File: src/rtl/efgr_pkg.sv
// shared types, codes and reset tables for the editable state machine block
// no dependencies; imported by every other file of the block
package efgr_pkg;

  localparam int NUM_STATES = 8;
  localparam int STATE_W    = 3;
  localparam int PASS_W     = $clog2(NUM_STATES);

  typedef logic [STATE_W-1:0]    state_idx_t;
  typedef logic [NUM_STATES-1:0] state_mask_t;

  // reset contents of the next-state table
  localparam state_idx_t RESET_ZERO [NUM_STATES] =
    '{3'd3, 3'd7, 3'd4, 3'd2, 3'd0, 3'd6, 3'd7, 3'd5};
  localparam state_idx_t RESET_ONE [NUM_STATES] =
    '{3'd1, 3'd6, 3'd2, 3'd5, 3'd1, 3'd3, 3'd2, 3'd0};
  localparam state_idx_t RESET_STATE = 3'd1;

  typedef enum logic [2:0] {
    CMD_STEP     = 3'd0,
    CMD_CHANGE   = 3'd1,
    CMD_IDENTIFY = 3'd2,
    CMD_DEL_GARB = 3'd3,
    CMD_DEL_ONE  = 3'd4,
    CMD_READ     = 3'd5
  } cmd_e;

  typedef enum logic [1:0] {
    STS_DONE    = 2'd0,
    STS_IGNORED = 2'd1,
    STS_DELETED = 2'd2,
    STS_NONE    = 2'd3
  } status_e;

  typedef enum logic [1:0] {
    FSM_IDLE,
    FSM_CLOSE,
    FSM_EXEC
  } fsm_e;

  typedef struct packed {
    logic [2:0] command;
    logic       path_bit;
    state_idx_t target_state;
    state_idx_t state_index;
  } cmd_pld_t;

  typedef struct packed {
    state_idx_t  cur_state;
    state_idx_t  row_next_zero;
    state_idx_t  row_next_one;
    logic        row_deleted;
    logic [7:0]  garbage_mask;
    logic [1:0]  status;
  } res_pld_t;

  // controller to datapath
  typedef struct packed {
    logic load;
    logic iterate;
    logic execute;
  } ctrl_cmd_t;

  // datapath to controller
  typedef struct packed {
    logic needs_closure;
    logic closure_done;
  } ctrl_sts_t;

endpackage

File: src/rtl/efgr_cmd_if.sv
// command channel: valid/ready handshake carrying one command item
// depends on efgr_pkg
interface efgr_cmd_if;
  logic                valid;
  logic                ready;
  efgr_pkg::cmd_pld_t  payload;

  modport source (output valid, output payload, input ready);
  modport sink   (input valid, input payload, output ready);
endinterface

File: src/rtl/efgr_res_if.sv
// result channel: valid/ready handshake carrying one result item
// depends on efgr_pkg
interface efgr_res_if;
  logic                valid;
  logic                ready;
  efgr_pkg::res_pld_t  payload;

  modport source (output valid, output payload, input ready);
  modport sink   (input valid, input payload, output ready);
endinterface

File: src/rtl/efgr_ctrl.sv
// sequencing state machine: accept, closure passes, execute, result flag
// depends on efgr_pkg
module efgr_ctrl (
  input  logic                 clk_i,
  input  logic                 rst_ni,
  input  logic                 in_valid_i,
  output logic                 in_ready_o,
  output logic                 out_valid_o,
  input  logic                 out_ready_i,
  input  efgr_pkg::ctrl_sts_t  sts_i,
  output efgr_pkg::ctrl_cmd_t  ctrl_o
);
  import efgr_pkg::*;

  fsm_e state_q, state_d;
  logic out_valid_q, out_valid_d;

  always_ff @(posedge clk_i or negedge rst_ni) begin
    if (!rst_ni) begin
      state_q     <= FSM_IDLE;
      out_valid_q <= 1'b0;
    end else begin
      state_q     <= state_d;
      out_valid_q <= out_valid_d;
    end
  end

  always_comb begin
    state_d     = state_q;
    out_valid_d = out_valid_q && !out_ready_i;
    in_ready_o  = 1'b0;
    ctrl_o      = '0;
    case (state_q)
      FSM_IDLE: begin
        in_ready_o = 1'b1;
        if (in_valid_i) begin
          ctrl_o.load = 1'b1;
          state_d     = sts_i.needs_closure ? FSM_CLOSE : FSM_EXEC;
        end
      end
      FSM_CLOSE: begin
        ctrl_o.iterate = 1'b1;
        if (sts_i.closure_done) begin
          state_d = FSM_EXEC;
        end
      end
      FSM_EXEC: begin
        // wait for the result register to be free
        if (!out_valid_q || out_ready_i) begin
          ctrl_o.execute = 1'b1;
          out_valid_d    = 1'b1;
          state_d        = FSM_IDLE;
        end
      end
      default: begin
        state_d = FSM_IDLE;
      end
    endcase
  end

  assign out_valid_o = out_valid_q;

endmodule

File: src/rtl/efgr_dp.sv
// datapath: state table, deleted flags, reachability register, result register
// depends on efgr_pkg
module efgr_dp (
  input  logic                 clk_i,
  input  logic                 rst_ni,
  input  efgr_pkg::cmd_pld_t   in_pld_i,
  input  efgr_pkg::ctrl_cmd_t  ctrl_i,
  output efgr_pkg::ctrl_sts_t  sts_o,
  output efgr_pkg::res_pld_t   res_o
);
  import efgr_pkg::*;

  cmd_pld_t    cmd_q;
  state_idx_t  present_q, present_d;
  state_idx_t  nz_q [NUM_STATES];
  state_idx_t  nz_d [NUM_STATES];
  state_idx_t  no_q [NUM_STATES];
  state_idx_t  no_d [NUM_STATES];
  state_mask_t del_q, del_d;
  state_mask_t gset_q, gset_d;
  logic        gvalid_q, gvalid_d;
  state_mask_t seen_q, seen_d;
  logic [PASS_W-1:0] pass_q;
  res_pld_t    res_q, res_d;

  state_idx_t  row_sel;
  state_idx_t  row_zero, row_one;
  state_mask_t garbage;
  state_mask_t spread;

  // one propagation pass over all live reached states
  always_comb begin
    spread = '0;
    for (int i = 0; i < NUM_STATES; i++) begin
      if (seen_q[i] && !del_q[i]) begin
        spread = spread | (state_mask_t'(1) << nz_q[i]) | (state_mask_t'(1) << no_q[i]);
      end
    end
    seen_d = seen_q | spread;
  end

  assign garbage = ~seen_q & ~del_q;

  // single row read port
  assign row_sel  = (cmd_q.command == CMD_READ) ? cmd_q.state_index : present_q;
  assign row_zero = nz_q[row_sel];
  assign row_one  = no_q[row_sel];

  always_comb begin
    present_d = present_q;
    nz_d      = nz_q;
    no_d      = no_q;
    del_d     = del_q;
    gset_d    = gset_q;
    gvalid_d  = gvalid_q;
    res_d     = '0;
    res_d.status = STS_DONE;
    case (cmd_q.command)
      CMD_STEP: begin
        if (!del_q[present_q]) begin
          present_d = cmd_q.path_bit ? row_one : row_zero;
        end else begin
          res_d.status = STS_IGNORED;
        end
      end
      CMD_CHANGE: begin
        if (!del_q[present_q]) begin
          if (cmd_q.path_bit) begin
            no_d[present_q] = cmd_q.target_state;
          end else begin
            nz_d[present_q] = cmd_q.target_state;
          end
        end else begin
          res_d.status = STS_IGNORED;
        end
      end
      CMD_IDENTIFY: begin
        gset_d   = garbage;
        gvalid_d = 1'b1;
      end
      CMD_DEL_GARB: begin
        if (gvalid_q) begin
          del_d        = del_q | gset_q;
          gvalid_d     = 1'b0;
          res_d.status = (gset_q != '0) ? STS_DELETED : STS_NONE;
        end else begin
          res_d.status = STS_NONE;
        end
      end
      CMD_DEL_ONE: begin
        if (garbage[cmd_q.state_index]) begin
          del_d[cmd_q.state_index] = 1'b1;
          res_d.status             = STS_DELETED;
        end else begin
          res_d.status = STS_NONE;
        end
      end
      CMD_READ: begin
        res_d.row_next_zero = row_zero;
        res_d.row_next_one  = row_one;
        res_d.row_deleted   = del_q[cmd_q.state_index];
      end
      default: begin
        res_d.status = STS_IGNORED;
      end
    endcase
    res_d.cur_state    = present_d;
    res_d.garbage_mask = gvalid_d ? 8'(gset_d) : 8'd0;
  end

  always_ff @(posedge clk_i or negedge rst_ni) begin
    if (!rst_ni) begin
      present_q <= RESET_STATE;
      del_q     <= '0;
      gset_q    <= '0;
      gvalid_q  <= 1'b0;
      for (int i = 0; i < NUM_STATES; i++) begin
        nz_q[i] <= RESET_ZERO[i];
        no_q[i] <= RESET_ONE[i];
      end
    end else if (ctrl_i.execute) begin
      present_q <= present_d;
      del_q     <= del_d;
      gset_q    <= gset_d;
      gvalid_q  <= gvalid_d;
      nz_q      <= nz_d;
      no_q      <= no_d;
    end
  end

  always_ff @(posedge clk_i or negedge rst_ni) begin
    if (!rst_ni) begin
      pass_q <= '0;
    end else if (ctrl_i.load) begin
      pass_q <= '0;
    end else if (ctrl_i.iterate) begin
      pass_q <= pass_q + 1'b1;
    end
  end

  // payload registers
  always_ff @(posedge clk_i) begin
    if (ctrl_i.load) begin
      cmd_q  <= in_pld_i;
      seen_q <= state_mask_t'(1) << present_q;
    end else if (ctrl_i.iterate) begin
      seen_q <= seen_d;
    end
    if (ctrl_i.execute) begin
      res_q <= res_d;
    end
  end

  assign sts_o.needs_closure = (in_pld_i.command == CMD_IDENTIFY) ||
                               (in_pld_i.command == CMD_DEL_ONE);
  assign sts_o.closure_done  = (pass_q == PASS_W'(NUM_STATES - 1));
  assign res_o               = res_q;

endmodule

File: src/rtl/editable_fsm_with_garbage_reclaim_unit.sv
// editable eight-state machine with garbage reclaim: top level
// step, change, delete-garbage and read go from accept straight to execute, which loads the
// result register; identify and delete-one first run eight reachability passes
// the next command is taken while a result waits, then stalls before execute until that
// result's transfer
// reset (async, active low): state B, table reloaded to its initial rows, nothing deleted
module editable_fsm_with_garbage_reclaim_unit (
  input  logic        clk_i,
  input  logic        rst_ni,
  efgr_cmd_if.sink    cmd_i,
  efgr_res_if.source  res_o
);
  import efgr_pkg::*;

  // control and status between sequencer and datapath
  ctrl_cmd_t ctrl;
  ctrl_sts_t sts;

  // sequencer: owns both handshakes and the closure pass sequence
  efgr_ctrl u_ctrl (
    .clk_i       (clk_i),
    .rst_ni      (rst_ni),
    .in_valid_i  (cmd_i.valid),
    .in_ready_o  (cmd_i.ready),
    .out_valid_o (res_o.valid),
    .out_ready_i (res_o.ready),
    .sts_i       (sts),
    .ctrl_o      (ctrl)
  );

  // datapath: table, flags, reachability mask and result register
  efgr_dp u_dp (
    .clk_i    (clk_i),
    .rst_ni   (rst_ni),
    .in_pld_i (cmd_i.payload),
    .ctrl_i   (ctrl),
    .sts_o    (sts),
    .res_o    (res_o.payload)
  );

endmodule

File: src/flat_wrapper.sv
// flat-port wrapper written by rule: the top's interface ports become plain ports
module editable_fsm_with_garbage_reclaim_unit_flat import efgr_pkg::*;
  (clk_i, rst_ni, cmd_i_valid, cmd_i_payload, cmd_i_ready, res_o_valid, res_o_payload, res_o_ready);
  efgr_cmd_if cmd_i_i ();
  efgr_res_if res_o_i ();
  input  logic clk_i;
  input  logic rst_ni;
  input wire logic [$bits(cmd_i_i.valid)-1:0] cmd_i_valid;
  input wire logic [$bits(cmd_i_i.payload)-1:0] cmd_i_payload;
  output wire logic [$bits(cmd_i_i.ready)-1:0] cmd_i_ready;
  output wire logic [$bits(res_o_i.valid)-1:0] res_o_valid;
  output wire logic [$bits(res_o_i.payload)-1:0] res_o_payload;
  input wire logic [$bits(res_o_i.ready)-1:0] res_o_ready;
  assign cmd_i_i.valid = cmd_i_valid;
  assign cmd_i_i.payload = cmd_i_payload;
  assign cmd_i_ready = cmd_i_i.ready;
  assign res_o_valid = res_o_i.valid;
  assign res_o_payload = res_o_i.payload;
  assign res_o_i.ready = res_o_ready;
  editable_fsm_with_garbage_reclaim_unit u_core (.clk_i(clk_i), .rst_ni(rst_ni), .cmd_i(cmd_i_i), .res_o(res_o_i));
endmodule
File: config.mk
export PLATFORM = sky130hd
export DESIGN_NAME = editable_fsm_with_garbage_reclaim_unit_flat
export DESIGN_NICKNAME = d
export VERILOG_FILES = /design/src/rtl/efgr_pkg.sv /design/src/rtl/efgr_cmd_if.sv /design/src/rtl/efgr_res_if.sv /design/src/rtl/efgr_ctrl.sv /design/src/rtl/efgr_dp.sv /design/src/rtl/editable_fsm_with_garbage_reclaim_unit.sv /design/src/flat_wrapper.sv
export SDC_FILE = /design/constraint.sdc
export NUM_CORES = 1
export LEC_CHECK = 0
export BUFFER_PORTS_ARGS = -buffer_cell sky130_fd_sc_hd__buf_2
export CORE_ASPECT_RATIO = 1.75
export CORE_UTILIZATION = 60
export DETAILED_ROUTE_END_ITERATION = 6
export PLACE_DENSITY = 0.78
export REMOVE_ABC_BUFFERS = 1
export SYNTH_ARGS = -nofsm -noshare
export SYNTH_HDL_FRONTEND = slang
export SYNTH_SLANG_ARGS = --single-unit
File: constraint.sdc
create_clock -name clk_i -period 5.1 [get_ports clk_i]
set_clock_uncertainty 0.05 [all_clocks]
set_input_delay 1.02 -clock clk_i [delete_from_list [all_inputs] [get_ports clk_i]]
set_output_delay 1.02 -clock clk_i [all_outputs]
set_load 0.005 [all_outputs]
; Yosys cells after proc, flatten, opt, wreduce, memory -nomap -nowiden
; Index checks and enable logic that the tools add are counted.
[op_classes]
add_sub_neg = 1
n_lt_le_gt_ge = 6
eq_ne = 15
n_shift = 17
n_mux = 57
bitwise = 25
n_reduce_logical = 34
[ops]
columns = operator, count
row1 = $or 8x8->8, 18
row2 = $shl 1x3->8 const A, 17
row3 = $mux 8, 13
row4 = $bwmux 24, 2
row5 = $mux 3, 11
row6 = $bmux 3 s3, 2
row7 = $mux 1, 16
row8 = $not 8->8, 2
row9 = $pmux 8 s2, 1
row10 = $eq 3x3->1 const B, 4
row11 = $reduce_and 4->1, 3
row12 = $logic_and 1x1->1, 11
row13 = $logic_not 1->1, 10
row14 = $bmux 1 s3, 3
row15 = $demux 3 s3, 1
row16 = $eq 3x2->1 const B, 3
row17 = $and 8x8->8, 1
row18 = $ge 4x4->1 const B, 2
row19 = $lt 3x4->1 const B, 2
row20 = $mux 2, 4
row21 = $ne 2x2->1 const B, 4
row22 = $not 3->4, 2
row23 = $pmux 2 s4, 1
row24 = $reduce_bool 8->1, 1
row25 = other kinds (17), 21
[totals]
ff_bits = 112
input_bits = 14
output_inout_bits = 22
elab_cells = 189

; Logic depth before layout (Yosys ltp)
; Gate-level depths: netlist of run 1.
[depth]
depth_word = 27
mapped_depth = 9
mapped_depth_nobuf = 6

; Modules after synthesis
; From an unflattened synthesis of run 1, not the netlist that was laid out.
[hier_totals]
hier_cells = 718
area_unflattened_um2 = 6929.1
[modules_own_cells]
columns = module, n_inst, cells_per_inst, area_each_um2, seq_area_each_um2
row1 = efgr_dp, 1, 700, 6756.5, 2949.1
row2 = efgr_ctrl, 1, 18, 172.7, 75.1

; Worst setup path before layout of run 1
; OpenSTA, ideal clock, no wires.
[synth_path]
kind = input to register
startpoint = input res_o_ready
endpoint = register u_core.u_dp.no_q[18] (netlist name)
setup_ns = 0.125
t_arrival_ns = 2.841
required_ns = 4.925
path_slack_ns = 2.084
path_stages = 8
path_buffers = 2
path_cell_list = nand2b_1 nor2b_1 buf_2 nand4_4 or2_1 buf_6 nor4b_4 mux2_2
[synth_lines]
columns = element, line_no
row1 = "start, declared", flat_wrapper.sv:13  ; input wire logic [$bits(res_o_i.ready)-1:0] res_o_ready;
row2 = "end signal, assigned by index", efgr_dp.sv:119  ; no_q[i] <= RESET_ONE[i];
row3 = "end signal, assigned", efgr_dp.sv:127  ; no_q <= no_d;
row4 = "end, declared", efgr_dp.sv:17  ; state_idx_t no_q [NUM_STATES];

; Worst setup path after layout of run 1
[layout_path]
startpoint = register u_core.u_dp.cmd_q[8] (netlist name)
endpoint = register u_core.u_dp.res_q (netlist bit u_core.u_dp.res_o[17]) (data pin)
[layout_via]
elab_chain_cells = 9
elab_cells_between_ends = 13
cone_classes = eq/ne: 1 / mux: 10 / bitwise: 1 / reduce/logical: 1
[layout_lines]
columns = element, line_no
row1 = "start, declared", efgr_dp.sv:13  ; cmd_pld_t cmd_q;
row2 = "start signal, assigned", efgr_dp.sv:144  ; cmd_q <= in_pld_i;
row3 = $eq 3x3->1, efgr_dp.sv:45  ; assign row_sel = (cmd_q.command == CMD_READ) ? cmd_q.state_index : present_q;
row4 = $mux 3, efgr_dp.sv:45
row5 = $not 3->4 (not written as such), "efgr_dp.sv:46, efgr_dp.sv:47"
row6 = "$bmux 3 s3, on equally long branches", "efgr_dp.sv:46, efgr_dp.sv:47"
row7 = "$mux 3, on equally long branches (2 in a row)", "efgr_dp.sv:46, efgr_dp.sv:47"
row8 = $mux 3, efgr_dp.sv:61  ; present_d = cmd_q.path_bit ? row_one : row_zero;
row9 = $mux 3, efgr_dp.sv:60  ; if (!del_q[present_q]) begin
row10 = $mux 3 *, efgr_dp.sv:58  ; case (cmd_q.command)
row11 = via u_core.u_dp.present_d[0], efgr_dp.sv:14  ; state_idx_t present_q, present_d;
row12 = "end signal, assigned", efgr_dp.sv:150  ; res_q <= res_d;
row13 = "end, declared", efgr_dp.sv:24  ; res_pld_t res_q, res_d;
; The timed path passes the listed nets; every way through them passes the cells marked *. The select of a mux whose other input is x is not followed.
; A chain may end at the register's enable or synchronous reset.

==> summary.md, run 1 <==
| Metric | Value |
|---|---|
| Ant. Diodes | `0` |
| Most used DFF post-synth | `dfrtp_1` |
| Hold Crit Class | `flip-flop to flip-flop` |
| Clk sinks | `~110` |
| TritonCTS clock tree | `built` |
| Die Wd | `a little over 80 microns` |
| Commonest non-fill, non-tap cell in the layout | `nor2_1` |
| Setup repair bufs after CTS | `0` |
| Vias per inst | `slightly below 7` |
| Die height | `~140 microns` |
| Sequential area share after synthesis | `45.2%` |
| Starting DRT DRC Count | `between 400 and 500` |
| Arrival time worst endpoint | `roughly 3400 ps` |
| #FFs+latches synth | `around 110` |
| Synthesis-to-layout area growth | `6.17%` |
| First-pass iteration count of the detailed router | `5` |
| CTS root buffer | `clkbuf_16` |
| GR Overflow Total | `0` |
| Sequential Area | `~3000 sq um` |
| Fin util | `about 66%` |
| Footprint of the multi-input gates | `approximately 3400 sq um` |
| M3 GR Usage | `5.72%` |
| Number of port buffers | `35` |
| Met1 GRT Util | `roughly two fifths` |
| Post-CTS Hold Fix Bufs | `0` |
| Worst slew pin tran | `roughly 1100 ps` |
| Maximum buffer depth of the clock tree | `2` |
| Setup violators final | `0` |
| Most frequent cells in the layout | `nor2_1 (73), mux2_2 (62), dfrtp_1 (49)` |
| Tot Pwr | `around 0.0034 W` |
| Achievable Freq | `between 200 and 300 MHz` |
| Final Hold Vio Count | `0` |
| Tmin final | `around 3400 ps` |
| Htree depth | `3` |
| Drt total wl | `19800 microns` |
| CP max FO | `24` |
| Row count | `50` |
| Share of cells above drive strength 1 | `roughly a quarter` |
| Post-CTS resize count | `0` |
| Maximum vdd ir drop | `328 uV` |
| Pwr/cell area | `480 nW/um^2` |
| First-pass GRT wire length | `about 30000 microns` |
| Drt drc | `0` |
| Final #Nets | `between 600 and 700` |
| Initial antenna violation count | `0` |
| I/O pins | `36` |
| CTS Buf Count | `9` |
| Slew headroom | `between 20% and 30%` |
| Async S/R FF share, synth | `between 60% and 70%` |
| Final slew viol count | `0` |
| Post-Route Setup TNS | `0 ps` |
| GPL Wtd Cong | `about 1.0` |
| Period Utilization, post-route | `between 60% and 70%` |
| Post-route antenna net violation count | `0` |
| Routed len/inst | `between 20 and 30 microns` |
| Hpwl dp | `~15000 microns` |
| Worst skew pair latency | `350 ps` |
| EDFF count, synth | `38` |
| CP Capture Type | `flip-flop` |
| Mapped Area | `about 6700 sq um` |
| Met2 Usage GRT | `between 60 and 70%` |
| Post-synth cell types | `52` |
| Required time worst endpoint | `about 5200 ps` |
| Leak pwr | `~2.8 nW` |
| Gr busiest metal | `met2` |
| Pin count of the biggest net entering global routing | `40` |
| Mapped Avg Cell Area | `~10 sq um` |
| Fillers | `844` |
| Critical path class | `flip-flop to flip-flop` |
| Die area | `about 12000 sq um` |
| Core box area | `roughly 11000 sq um` |
| CP Launch Type | `flip-flop` |
| Starting density of the core | `between 60% and 70%` |
| Number of max-cap violations | `0` |
| Vias in the first global route | `5266` |
| Outcome | `complete, no violations` |
| RSZ-0062 raised after global routing | `no` |
| Global Route Usage Sum | `around 37%` |
| DR vias | `5289` |
| Clock slew at reported path FFs | `around 80 ps` |
| Post-Synthesis Cells | `between 600 and 700` |
| Yosys warns | `0` |
[sequential cells by signal, summed over array words and instances (netlist names)]
signal / cells
u_core.u_ctrl.out_valid_o: 1
u_core.u_ctrl.state_q: 2
u_core.u_dp.cmd_q: 10
u_core.u_dp.del_q: 8
u_core.u_dp.gset_q: 8
u_core.u_dp.gvalid_q: 1
u_core.u_dp.no_q: 24
u_core.u_dp.nz_q: 24
u_core.u_dp.pass_q: 3
u_core.u_dp.present_q: 3
u_core.u_dp.res_o: 20
u_core.u_dp.seen_q: 8
[cell type report]
| cell class | count | area share [%] |
|---|---|---|
| flip-flops and latches | 112 | 42.6 |
| well taps | 130 | 2.29 |
| multi-input cells | 470 | 47.6 |
| clock inverters | 6 | 1.06 |
| clock buffers | 10 | 3.22 |
| inverters | 12 | 0.634 |
| repair buffers | 37 | 2.68 |
[worst paths after layout]
check / startpoint / to / slack (ps) / cells after the start
min in group asynchronous: rst_ni / u_core.u_ctrl.state_q[0]$_DFFE_PN0P_ / 720 / 1
max in group asynchronous: rst_ni / u_core.u_dp.nz_q[20]$_DFFE_PN1P_ / 3250 / 2
worst max register to register: u_core.u_dp.cmd_q[8]$_DFFE_PP_ / u_core.u_dp.res_o[17]$_DFFE_PP_ / 1730 / 6
worst min-delay path: u_core.u_dp.pass_q[1]$_DFFE_PN0P_ / u_core.u_dp.pass_q[1]$_DFFE_PN0P_ / 470 / 1
worst min register to register: u_core.u_dp.pass_q[1]$_DFFE_PN0P_ / u_core.u_dp.pass_q[1]$_DFFE_PN0P_ / 470 / 1
worst max-delay path: u_core.u_dp.cmd_q[8]$_DFFE_PP_ / u_core.u_dp.res_o[17]$_DFFE_PP_ / 1730 / 6
[synth_stat cells (all sizes together), types with 4 or more instances]
library cell   n  area share, %
dfrtp         49             18
o22ai         14            1.3
nor4           9            1.1
nor2b         13            1.2
mux2          62             10
mux2i         38            6.1
nand2b        12            1.1
clkbuf        45            2.5
a31oi          6           0.56
nand3         16            1.2
nor2          73            4.1
a22o           6           0.79
nand4          4           0.60
a22oi         18            2.0
nand2         32            1.8
nand3b        18            2.0
nor3          27            2.0
dfstp         25            9.8
o21ai         17            1.3
buf           11            1.2
or3            4           0.37
inv           11           0.62
nor3b         16            1.8
mux4           8            2.7
a21oi         41            3.1
o21bai         9            1.0
edfxtp        38             17
[where the power goes]
group,internal [W],switching [W],total (W)
Clock,0.000390,0.000335,0.000725
Sequential,0.00119,0.000380,0.00157
Combinational,0.000479,0.000634,0.00111
[cell families (layout without fill, tap and decap cells)]
family                     Yosys count  after routing  share of synthesized area, %
muxes                              108            108                          19.2
adders and majority gates            2              2                         0.374
xor gates and xnor gates             1              1                         0.131
DFF                                112            112                          45.2
and+or+nand+nor                    234            234                          18.9
buffers and inverters               68             65                          4.36
AOI/OAI and AO/OA                  125            125                          11.9
[worst max-delay path: stages (launching register included)]
cell and delay, ps:
edfxtp_1 490, nand3b_1 510, mux2i_4 990, mux2i_1 360, mux4_2 320, mux2i_1 100, mux2_2 290
[through the flow]
stage	setup slack, ps	hold slack [ps]	instances	cell area [sq um]
4_1_cts	1770	475	777	7110
5_1_grt	1590	506	777	7110
3_3_place_gp	1790	442	761	6800
2_1_floorplan	1210	426	594	6450
6_report	1730	473	777	7110
3_5_place_dp	1770	460	761	6800
[routing by layer]
layer	wire length, microns	vias to the layer above	share of wire, %
met5	0	-	0
met4	1160	0	5.8
met3	963	65	4.9
met2	10900	231	55
met1	6740	2621	34
li1	-	2372	-
No activity file was read; power rests on OpenSTA's default activity.
==> run 2: changes to the inputs <==
==> constraint.sdc (replaced) <==
create_clock -name clk_i -period 3.1 [get_ports clk_i]
set_clock_uncertainty 0.05 [all_clocks]
set_input_delay 0.62 -clock clk_i [delete_from_list [all_inputs] [get_ports clk_i]]
set_output_delay 0.62 -clock clk_i [all_outputs]
set_load 0.005 [all_outputs]
==> run 2 against run 1 <==
Compared with the run above:
- die area unchanged
- register-to-register slack got worse by 1500 ps
- sequential cell count stayed put
- clock power is 77% higher
- sequential share of layout area is 0.93 points lower
- worst hold slack got worse by 210 ps
- largest power group unchanged
- highest routed layer unchanged
==> summary.md, run 2 (synthesis gave the netlist of run 1 again) <==
| Metric | Value |
|---|---|
| Outcome | `complete, no violations (unchanged)` |
| Starting DRT DRC Count | `539 (was 440)` |
| Achievable Freq | `346 MHz (was 297 MHz)` |
| Drt total wl | `19500 microns (was 19800 microns)` |
| Routed len/inst | `24.6 microns (was 25.5 microns)` |
| Clock slew at reported path FFs | `80 ps (about the same)` |
| Setup violators final | `0 (unchanged)` |
| Final #Nets | `673 (was 658)` |
| Tmin final | `2890 ps (was 3370 ps)` |
| TritonCTS clock tree | `built (unchanged)` |
| Reg2reg path depth | `6 (unchanged)` |
| Arrival time worst endpoint | `3090 ps (was 3420 ps)` |
| Die Wd | `81.8 microns (unchanged)` |
| Slowest cell on the critical path | `dfstp_2 (was mux2i_4)` |
| Worst slew pin tran | `777 ps (was 1070 ps)` |
| CTS root buffer | `clkbuf_16 (unchanged)` |
| Reg-to-reg setup timing slack | `210 ps (was 1730 ps)` |
| Dpl cell area | `6940 sq um (was 6800 sq um)` |
| Final Hold Vio Count | `0 (unchanged)` |
| Slew headroom | `48.2% (was 27.4%)` |
| Max incr delay on CP | `560 ps (was 990 ps)` |
| Vias in the first global route | `5434 (was 5266)` |
| Core box area | `10800 sq um (unchanged)` |
| CP max FO | `8 (was 24)` |
| CTS Buf Count | `9 (unchanged)` |
| Hold Crit Class | `input pin to async pin (was flip-flop to flip-flop)` |
| Top delay family on crit path | `multiplexers (unchanged)` |
| Starting density of the core | `62.2% (unchanged)` |
| First-pass GRT wire length | `30200 microns (was 30300 microns)` |
| WP buf/inv | `0 (unchanged)` |
| M3 GR Usage | `6.24% (was 5.72%)` |
| Die area | `11600 sq um (unchanged)` |
| Worst-path cell chain | `mux4_2 > mux2i_4 > nand4_4 > or2_1 > nor4b_4 > mux2_2 (was nand3b_1 > mux2i_4 > mux2i_1 > mux4_2 > mux2i_1 > mux2_2)` |
| Drt drc | `0 (unchanged)` |
| Most frequent cells in the layout | `nor2_1 (73), mux2_2 (62), dfrtp_1 (49) (unchanged)` |
| Met1 GRT Util | `38.5% (about the same)` |
| Period Utilization, post-route | `93.2% (was 66.1%)` |
| Global Route Usage Sum | `36.2% (was 36.5%)` |
| Required time worst endpoint | `3300 ps (was 5150 ps)` |
| Clk sinks | `112 (unchanged)` |
| Maximum buffer depth of the clock tree | `2 (unchanged)` |
| Vias per inst | `6.77 (was 6.81)` |
| Post-CTS Hold Fix Bufs | `0 (unchanged)` |
| Commonest non-fill, non-tap cell in the layout | `nor2_1 (unchanged)` |
| Final slew viol count | `0 (unchanged)` |
| DR vias | `5362 (was 5289)` |
| Final Hold Slack | `265 ps (was 473 ps)` |
| Die height | `142 microns (unchanged)` |
| Setup crit start | `u_core.u_dp.present_q[0]$_DFFE_PN1P_ (was u_core.u_dp.cmd_q[8]$_DFFE_PP_)` |
| Share of cells above drive strength 1 | `25.8% (was 24.0%)` |
| GR Overflow Total | `0 (unchanged)` |
| Htree depth | `3 (unchanged)` |
| Initial antenna violation count | `0 (unchanged)` |
| Gr busiest metal | `met2 (unchanged)` |
| Met2 Usage GRT | `63.0% (was 65.9%)` |
| Critical path class | `flip-flop to flip-flop (unchanged)` |
| Worst skew pair latency | `360 ps (was 350 ps)` |
| First-pass iteration count of the detailed router | `5 (unchanged)` |
| R2R Path Start | `u_core.u_dp.present_q[0]$_DFFE_PN1P_ (was u_core.u_dp.cmd_q[8]$_DFFE_PP_)` |
| Post-route antenna net violation count | `0 (unchanged)` |
| Pwr/cell area | `800 nW/um^2 (was 480 nW/um^2)` |
| Fin area | `7260 sq um (was 7110 sq um)` |
| Post-CTS resize count | `0 (unchanged)` |
| Ant. Diodes | `0 (unchanged)` |
| Hpwl dp | `14700 microns (was 15200 microns)` |
| Number of port buffers | `35 (unchanged)` |
| Maximum vdd ir drop | `661 uV (was 328 uV)` |
| CP Launch Type | `flip-flop (unchanged)` |
| Leak pwr | `2.92 nW (was 2.83 nW)` |
| Row count | `50 (unchanged)` |
| CP Capture Type | `flip-flop (unchanged)` |
| RSZ-0062 raised after global routing | `no (unchanged)` |
| GPL Wtd Cong | `0.992 (was 0.998)` |
| Pin count of the biggest net entering global routing | `46 (was 40)` |
| I/O pins | `36 (unchanged)` |
| Synthesis-to-layout area growth | `8.54% (was 6.17%)` |
| R2R Path End | `u_core.u_dp.no_q[18]$_DFFE_PN0P_ (was u_core.u_dp.res_o[17]$_DFFE_PP_)` |
| Number of max-cap violations | `0 (unchanged)` |
| Setup repair bufs after CTS | `0 (unchanged)` |
[run 2: per-stage QoR]
step	TNS, ps	std cells	setup WS (ps)	total power (W)	util [%]
detailed placement	0	776	231	0.00449	64.5
floorplan	-6530	594	-389	0.00364	-
global placement	0	776	267	0.00444	64.5
CTS	0	792	239	0.00576	67.5
finish	0	792	210	0.00581	67.5
global route	0	792	159	0.00609	67.5
[run 2: how the worst max path moves through the flow]
stage,to,slack [ps],depth (start not counted)
after floorplan,u_core.u_dp.no_q[18]$_DFFE_PN0P_,-390,6
after global placement,u_core.u_dp.no_q[18]$_DFFE_PN0P_,270,6
after detailed placement,u_core.u_dp.no_q[18]$_DFFE_PN0P_,230,6
after CTS,u_core.u_dp.no_q[18]$_DFFE_PN0P_,240,6
after global routing,u_core.u_dp.no_q[18]$_DFFE_PN0P_,160,6
final,u_core.u_dp.no_q[18]$_DFFE_PN0P_,210,6
[run 2: metal layers]
layer  up-vias  wire length, microns  share of wire (%)
met5         -                     0                  0
met4         0                  1440                7.4
met3        89                   974                5.0
met2       262                 10400                 53
met1      2607                  6690                 34
li1       2404                     -                  -
[run 2: area by class of cell]
cell class,instances,area [sq um]
clock inverters,7,100
flip-flops and latches,112,3020
well taps,130,163
clock buffers,9,225
multi-input cells,470,3380
repair buffers,52,328
inverters,12,45.0
fillers,842,3500
[run 2: power breakdown]
part	internal, W	switching [W]	total, W	leakage (nW)
Sequential	0.00196	0.000447	0.00241	1.27
Combinational	0.000870	0.00126	0.00213	1.49
Clock	0.000717	0.000559	0.00128	0.157
Total	0.00355	0.00227	0.00581	2.92
[run 2: worst reg2reg max path: stages, from the launching register on]
cell,delay (ps)
dfstp_2,560
mux4_2,520
mux2i_4,240
nand4_4,130
or2_1,490
nor4b_4,410
mux2_2,370
==> run 3: changes to the inputs <==
--- a/config.mk
+++ b/config.mk
@@ -6,10 +6,13 @@
 export NUM_CORES = 1
 export LEC_CHECK = 0
 export BUFFER_PORTS_ARGS = -buffer_cell sky130_fd_sc_hd__buf_2
+export CELL_PAD_IN_SITES_DETAIL_PLACEMENT = 2
+export CELL_PAD_IN_SITES_GLOBAL_PLACEMENT = 2
 export CORE_ASPECT_RATIO = 1.75
-export CORE_UTILIZATION = 60
+export CORE_UTILIZATION = 41
+export CTS_CLUSTER_DIAMETER = 120
 export DETAILED_ROUTE_END_ITERATION = 6
-export PLACE_DENSITY = 0.78
+export PLACE_DENSITY_LB_ADDON = 0.1
 export REMOVE_ABC_BUFFERS = 1
 export SYNTH_ARGS = -nofsm -noshare
 export SYNTH_HDL_FRONTEND = slang
==> run 3 against run 2 <==
Compared with the run above:
- clock power about the same
- worst hold slack better by 88 ps
- final area rose by 0.62%
- via count up 0.22%
- global-route usage down 6.6 points
- combinational power up 2%
- sequential power rose by 2%
- maximum frequency is 0.68% lower
- count of clock-buffer cells in the layout unchanged
- critical path type unchanged
- critical endpoint unchanged
- largest cell class unchanged
==> summary.md, run 3 (synthesis gave the netlist of run 1 again) <==
| Metric | Value |
|---|---|
| Number of port buffers | `35 (unchanged)` |
| Vias per inst | `6.32 (was 6.77)` |
| R2R Path End | `u_core.u_dp.no_q[18]$_DFFE_PN0P_ (unchanged)` |
| CTS Buf Count | `9 (unchanged)` |
| GR Overflow Total | `0 (unchanged)` |
| Arrival time worst endpoint | `3110 ps (was 3090 ps)` |
| R2R Path Start | `u_core.u_dp.present_q[0]$_DFFE_PN1P_ (unchanged)` |
| Setup repair bufs after CTS | `0 (unchanged)` |
| RSZ-0062 raised after global routing | `no (unchanged)` |
| Starting density of the core | `42.0% (was 62.2%)` |
| Starting DRT DRC Count | `274 (was 539)` |
| Most frequent cells in the layout | `nor2_1 (73), mux2_2 (62), dfrtp_1 (49) (unchanged)` |
| Maximum vdd ir drop | `384 uV (was 661 uV)` |
| Sequential Area | `3020 sq um (unchanged)` |
| Routed len/inst | `28.2 microns (was 24.6 microns)` |
| Fillers | `1644 (was 842)` |
| Pwr/cell area | `809 nW/um^2 (was 800 nW/um^2)` |
| Pin count of the biggest net entering global routing | `75 (was 46)` |
| Hold Crit Class | `input pin to async pin (unchanged)` |
| Clk sinks | `112 (unchanged)` |
| CP Launch Type | `flip-flop (unchanged)` |
| Tmin final | `2910 ps (was 2890 ps)` |
| Core box area | `16000 sq um (was 10800 sq um)` |
| Final Hold Vio Count | `0 (unchanged)` |
| Worst-path cell chain | `mux4_2 > mux2i_4 > nand4_4 > or2_1 > nor4b_4 > mux2_2 (unchanged)` |
| Global Route Usage Sum | `29.5% (was 36.2%)` |
| Leak pwr | `2.91 nW (was 2.92 nW)` |
| Worst skew pair latency | `360 ps (about the same)` |
| DR vias | `5374 (was 5362)` |
| Period Utilization, post-route | `93.9% (was 93.2%)` |
| Non-Filler Instances | `850 (was 792)` |
| Outcome | `complete, no violations (unchanged)` |
| Final slew viol count | `0 (unchanged)` |
| Clock slew at reported path FFs | `80 ps (about the same)` |
| Final #Nets | `672 (was 673)` |
| First-pass iteration count of the detailed router | `4 (was 5)` |
| Top delay family on crit path | `multiplexers (unchanged)` |
| Post-CTS Hold Fix Bufs | `0 (unchanged)` |
| Commonest non-fill, non-tap cell in the layout | `nor2_1 (unchanged)` |
| Hpwl dp | `18300 microns (was 14700 microns)` |
| Htree depth | `3 (unchanged)` |
| Footprint of the multi-input gates | `3380 sq um (unchanged)` |
| WP buf/inv | `0 (unchanged)` |
| Reg-to-reg setup timing slack | `190 ps (was 210 ps)` |
| Drt total wl | `23900 microns (was 19500 microns)` |
| Maximum buffer depth of the clock tree | `2 (unchanged)` |
| Share of cells above drive strength 1 | `25.7% (was 25.8%)` |
| TritonCTS clock tree | `built (unchanged)` |
| Worst slew pin tran | `999 ps (was 777 ps)` |
| Vias in the first global route | `5875 (was 5434)` |
| Drt drc | `0 (unchanged)` |
| I/O pins | `36 (unchanged)` |
| Initial antenna violation count | `0 (unchanged)` |
| Row count | `61 (was 50)` |
| Slowest cell on the critical path | `dfstp_2 (unchanged)` |
| Reg2reg path depth | `6 (unchanged)` |
| Die height | `171 microns (was 142 microns)` |
| Critical path class | `flip-flop to flip-flop (unchanged)` |
| CP Capture Type | `flip-flop (unchanged)` |
| Post-CTS resize count | `0 (unchanged)` |
| Slew headroom | `33.4% (was 48.2%)` |
| CP max FO | `8 (unchanged)` |
| Die Wd | `98.6 microns (was 81.8 microns)` |
| Achievable Freq | `344 MHz (was 346 MHz)` |
| Die area | `16900 sq um (was 11600 sq um)` |
| GPL Wtd Cong | `1.00 (was 0.992)` |
| Final Hold Slack | `353 ps (was 265 ps)` |
| Ant. Diodes | `0 (unchanged)` |
| Cells after DPL | `834 (was 776)` |
| Post-route antenna net violation count | `0 (unchanged)` |
| Max incr delay on CP | `570 ps (was 560 ps)` |
| CTS root buffer | `clkbuf_16 (unchanged)` |
| Setup violators final | `0 (unchanged)` |
| Synthesis-to-layout area growth | `9.22% (was 8.54%)` |
| Required time worst endpoint | `3300 ps (about the same)` |
| First-pass GRT wire length | `36100 microns (was 30200 microns)` |
| Fin util | `45.8% (was 67.5%)` |
| Number of max-cap violations | `0 (unchanged)` |
==> run 3: per-layer routing <==
layer  wire [microns]  vias to the layer above  global-route usage (%)
met5                0                        -                       0
met4             1590                        0                    18.9
met3              529                       68                    3.27
met2            13200                      129                    56.4
met1             8590                     2772                    30.2
li1                 -                     2405                       -
==> run 3: worst max-delay path by stage <==
stage	slack [ps]	cells after the start	startpoint	endpoint
5_1_grt	120	6	u_core.u_dp.present_q[0]$_DFFE_PN1P_	u_core.u_dp.no_q[18]$_DFFE_PN0P_
4_1_cts	170	6	u_core.u_dp.present_q[0]$_DFFE_PN1P_	u_core.u_dp.no_q[18]$_DFFE_PN0P_
6_report	190	6	u_core.u_dp.present_q[0]$_DFFE_PN1P_	u_core.u_dp.no_q[18]$_DFFE_PN0P_
3_5_place_dp	220	6	u_core.u_dp.present_q[0]$_DFFE_PN1P_	u_core.u_dp.no_q[18]$_DFFE_PN0P_
3_3_place_gp	340	6	u_core.u_dp.present_q[0]$_DFFE_PN1P_	u_core.u_dp.no_q[18]$_DFFE_PN0P_
2_1_floorplan	-390	6	res_o_ready	u_core.u_dp.no_q[18]$_DFFE_PN0P_
==> run 3: final cells by class <==
cell class / count / share of cell area [%]
sequential: 112 / 41.4
timing repair buffer: 51 / 4.25
inverter: 12 / 0.616
clock buffer: 9 / 3.08
tap: 189 / 3.24
multi-input combinational: 470 / 46.2
clock inverter: 7 / 1.22
==> run 3: power breakdown <==
group          internal, W  switching [W]  total [W]
clock network     0.000646       0.000616    0.00126
registers          0.00196       0.000511    0.00247
logic             0.000871        0.00131    0.00218
total              0.00348        0.00244    0.00592
==> run 3: per-stage QoR <==
step                      power, W  setup TNS (ps)  setup slack (ps)  cell area [sq um]
after floorplan            0.00364           -6530              -389               6450
after global placement     0.00456               0               340               7000
after detailed placement   0.00466               0               225               7000
after CTS                  0.00594               0               175               7310
after global routing       0.00616               0               116               7310
final                      0.00592               0               190               7310
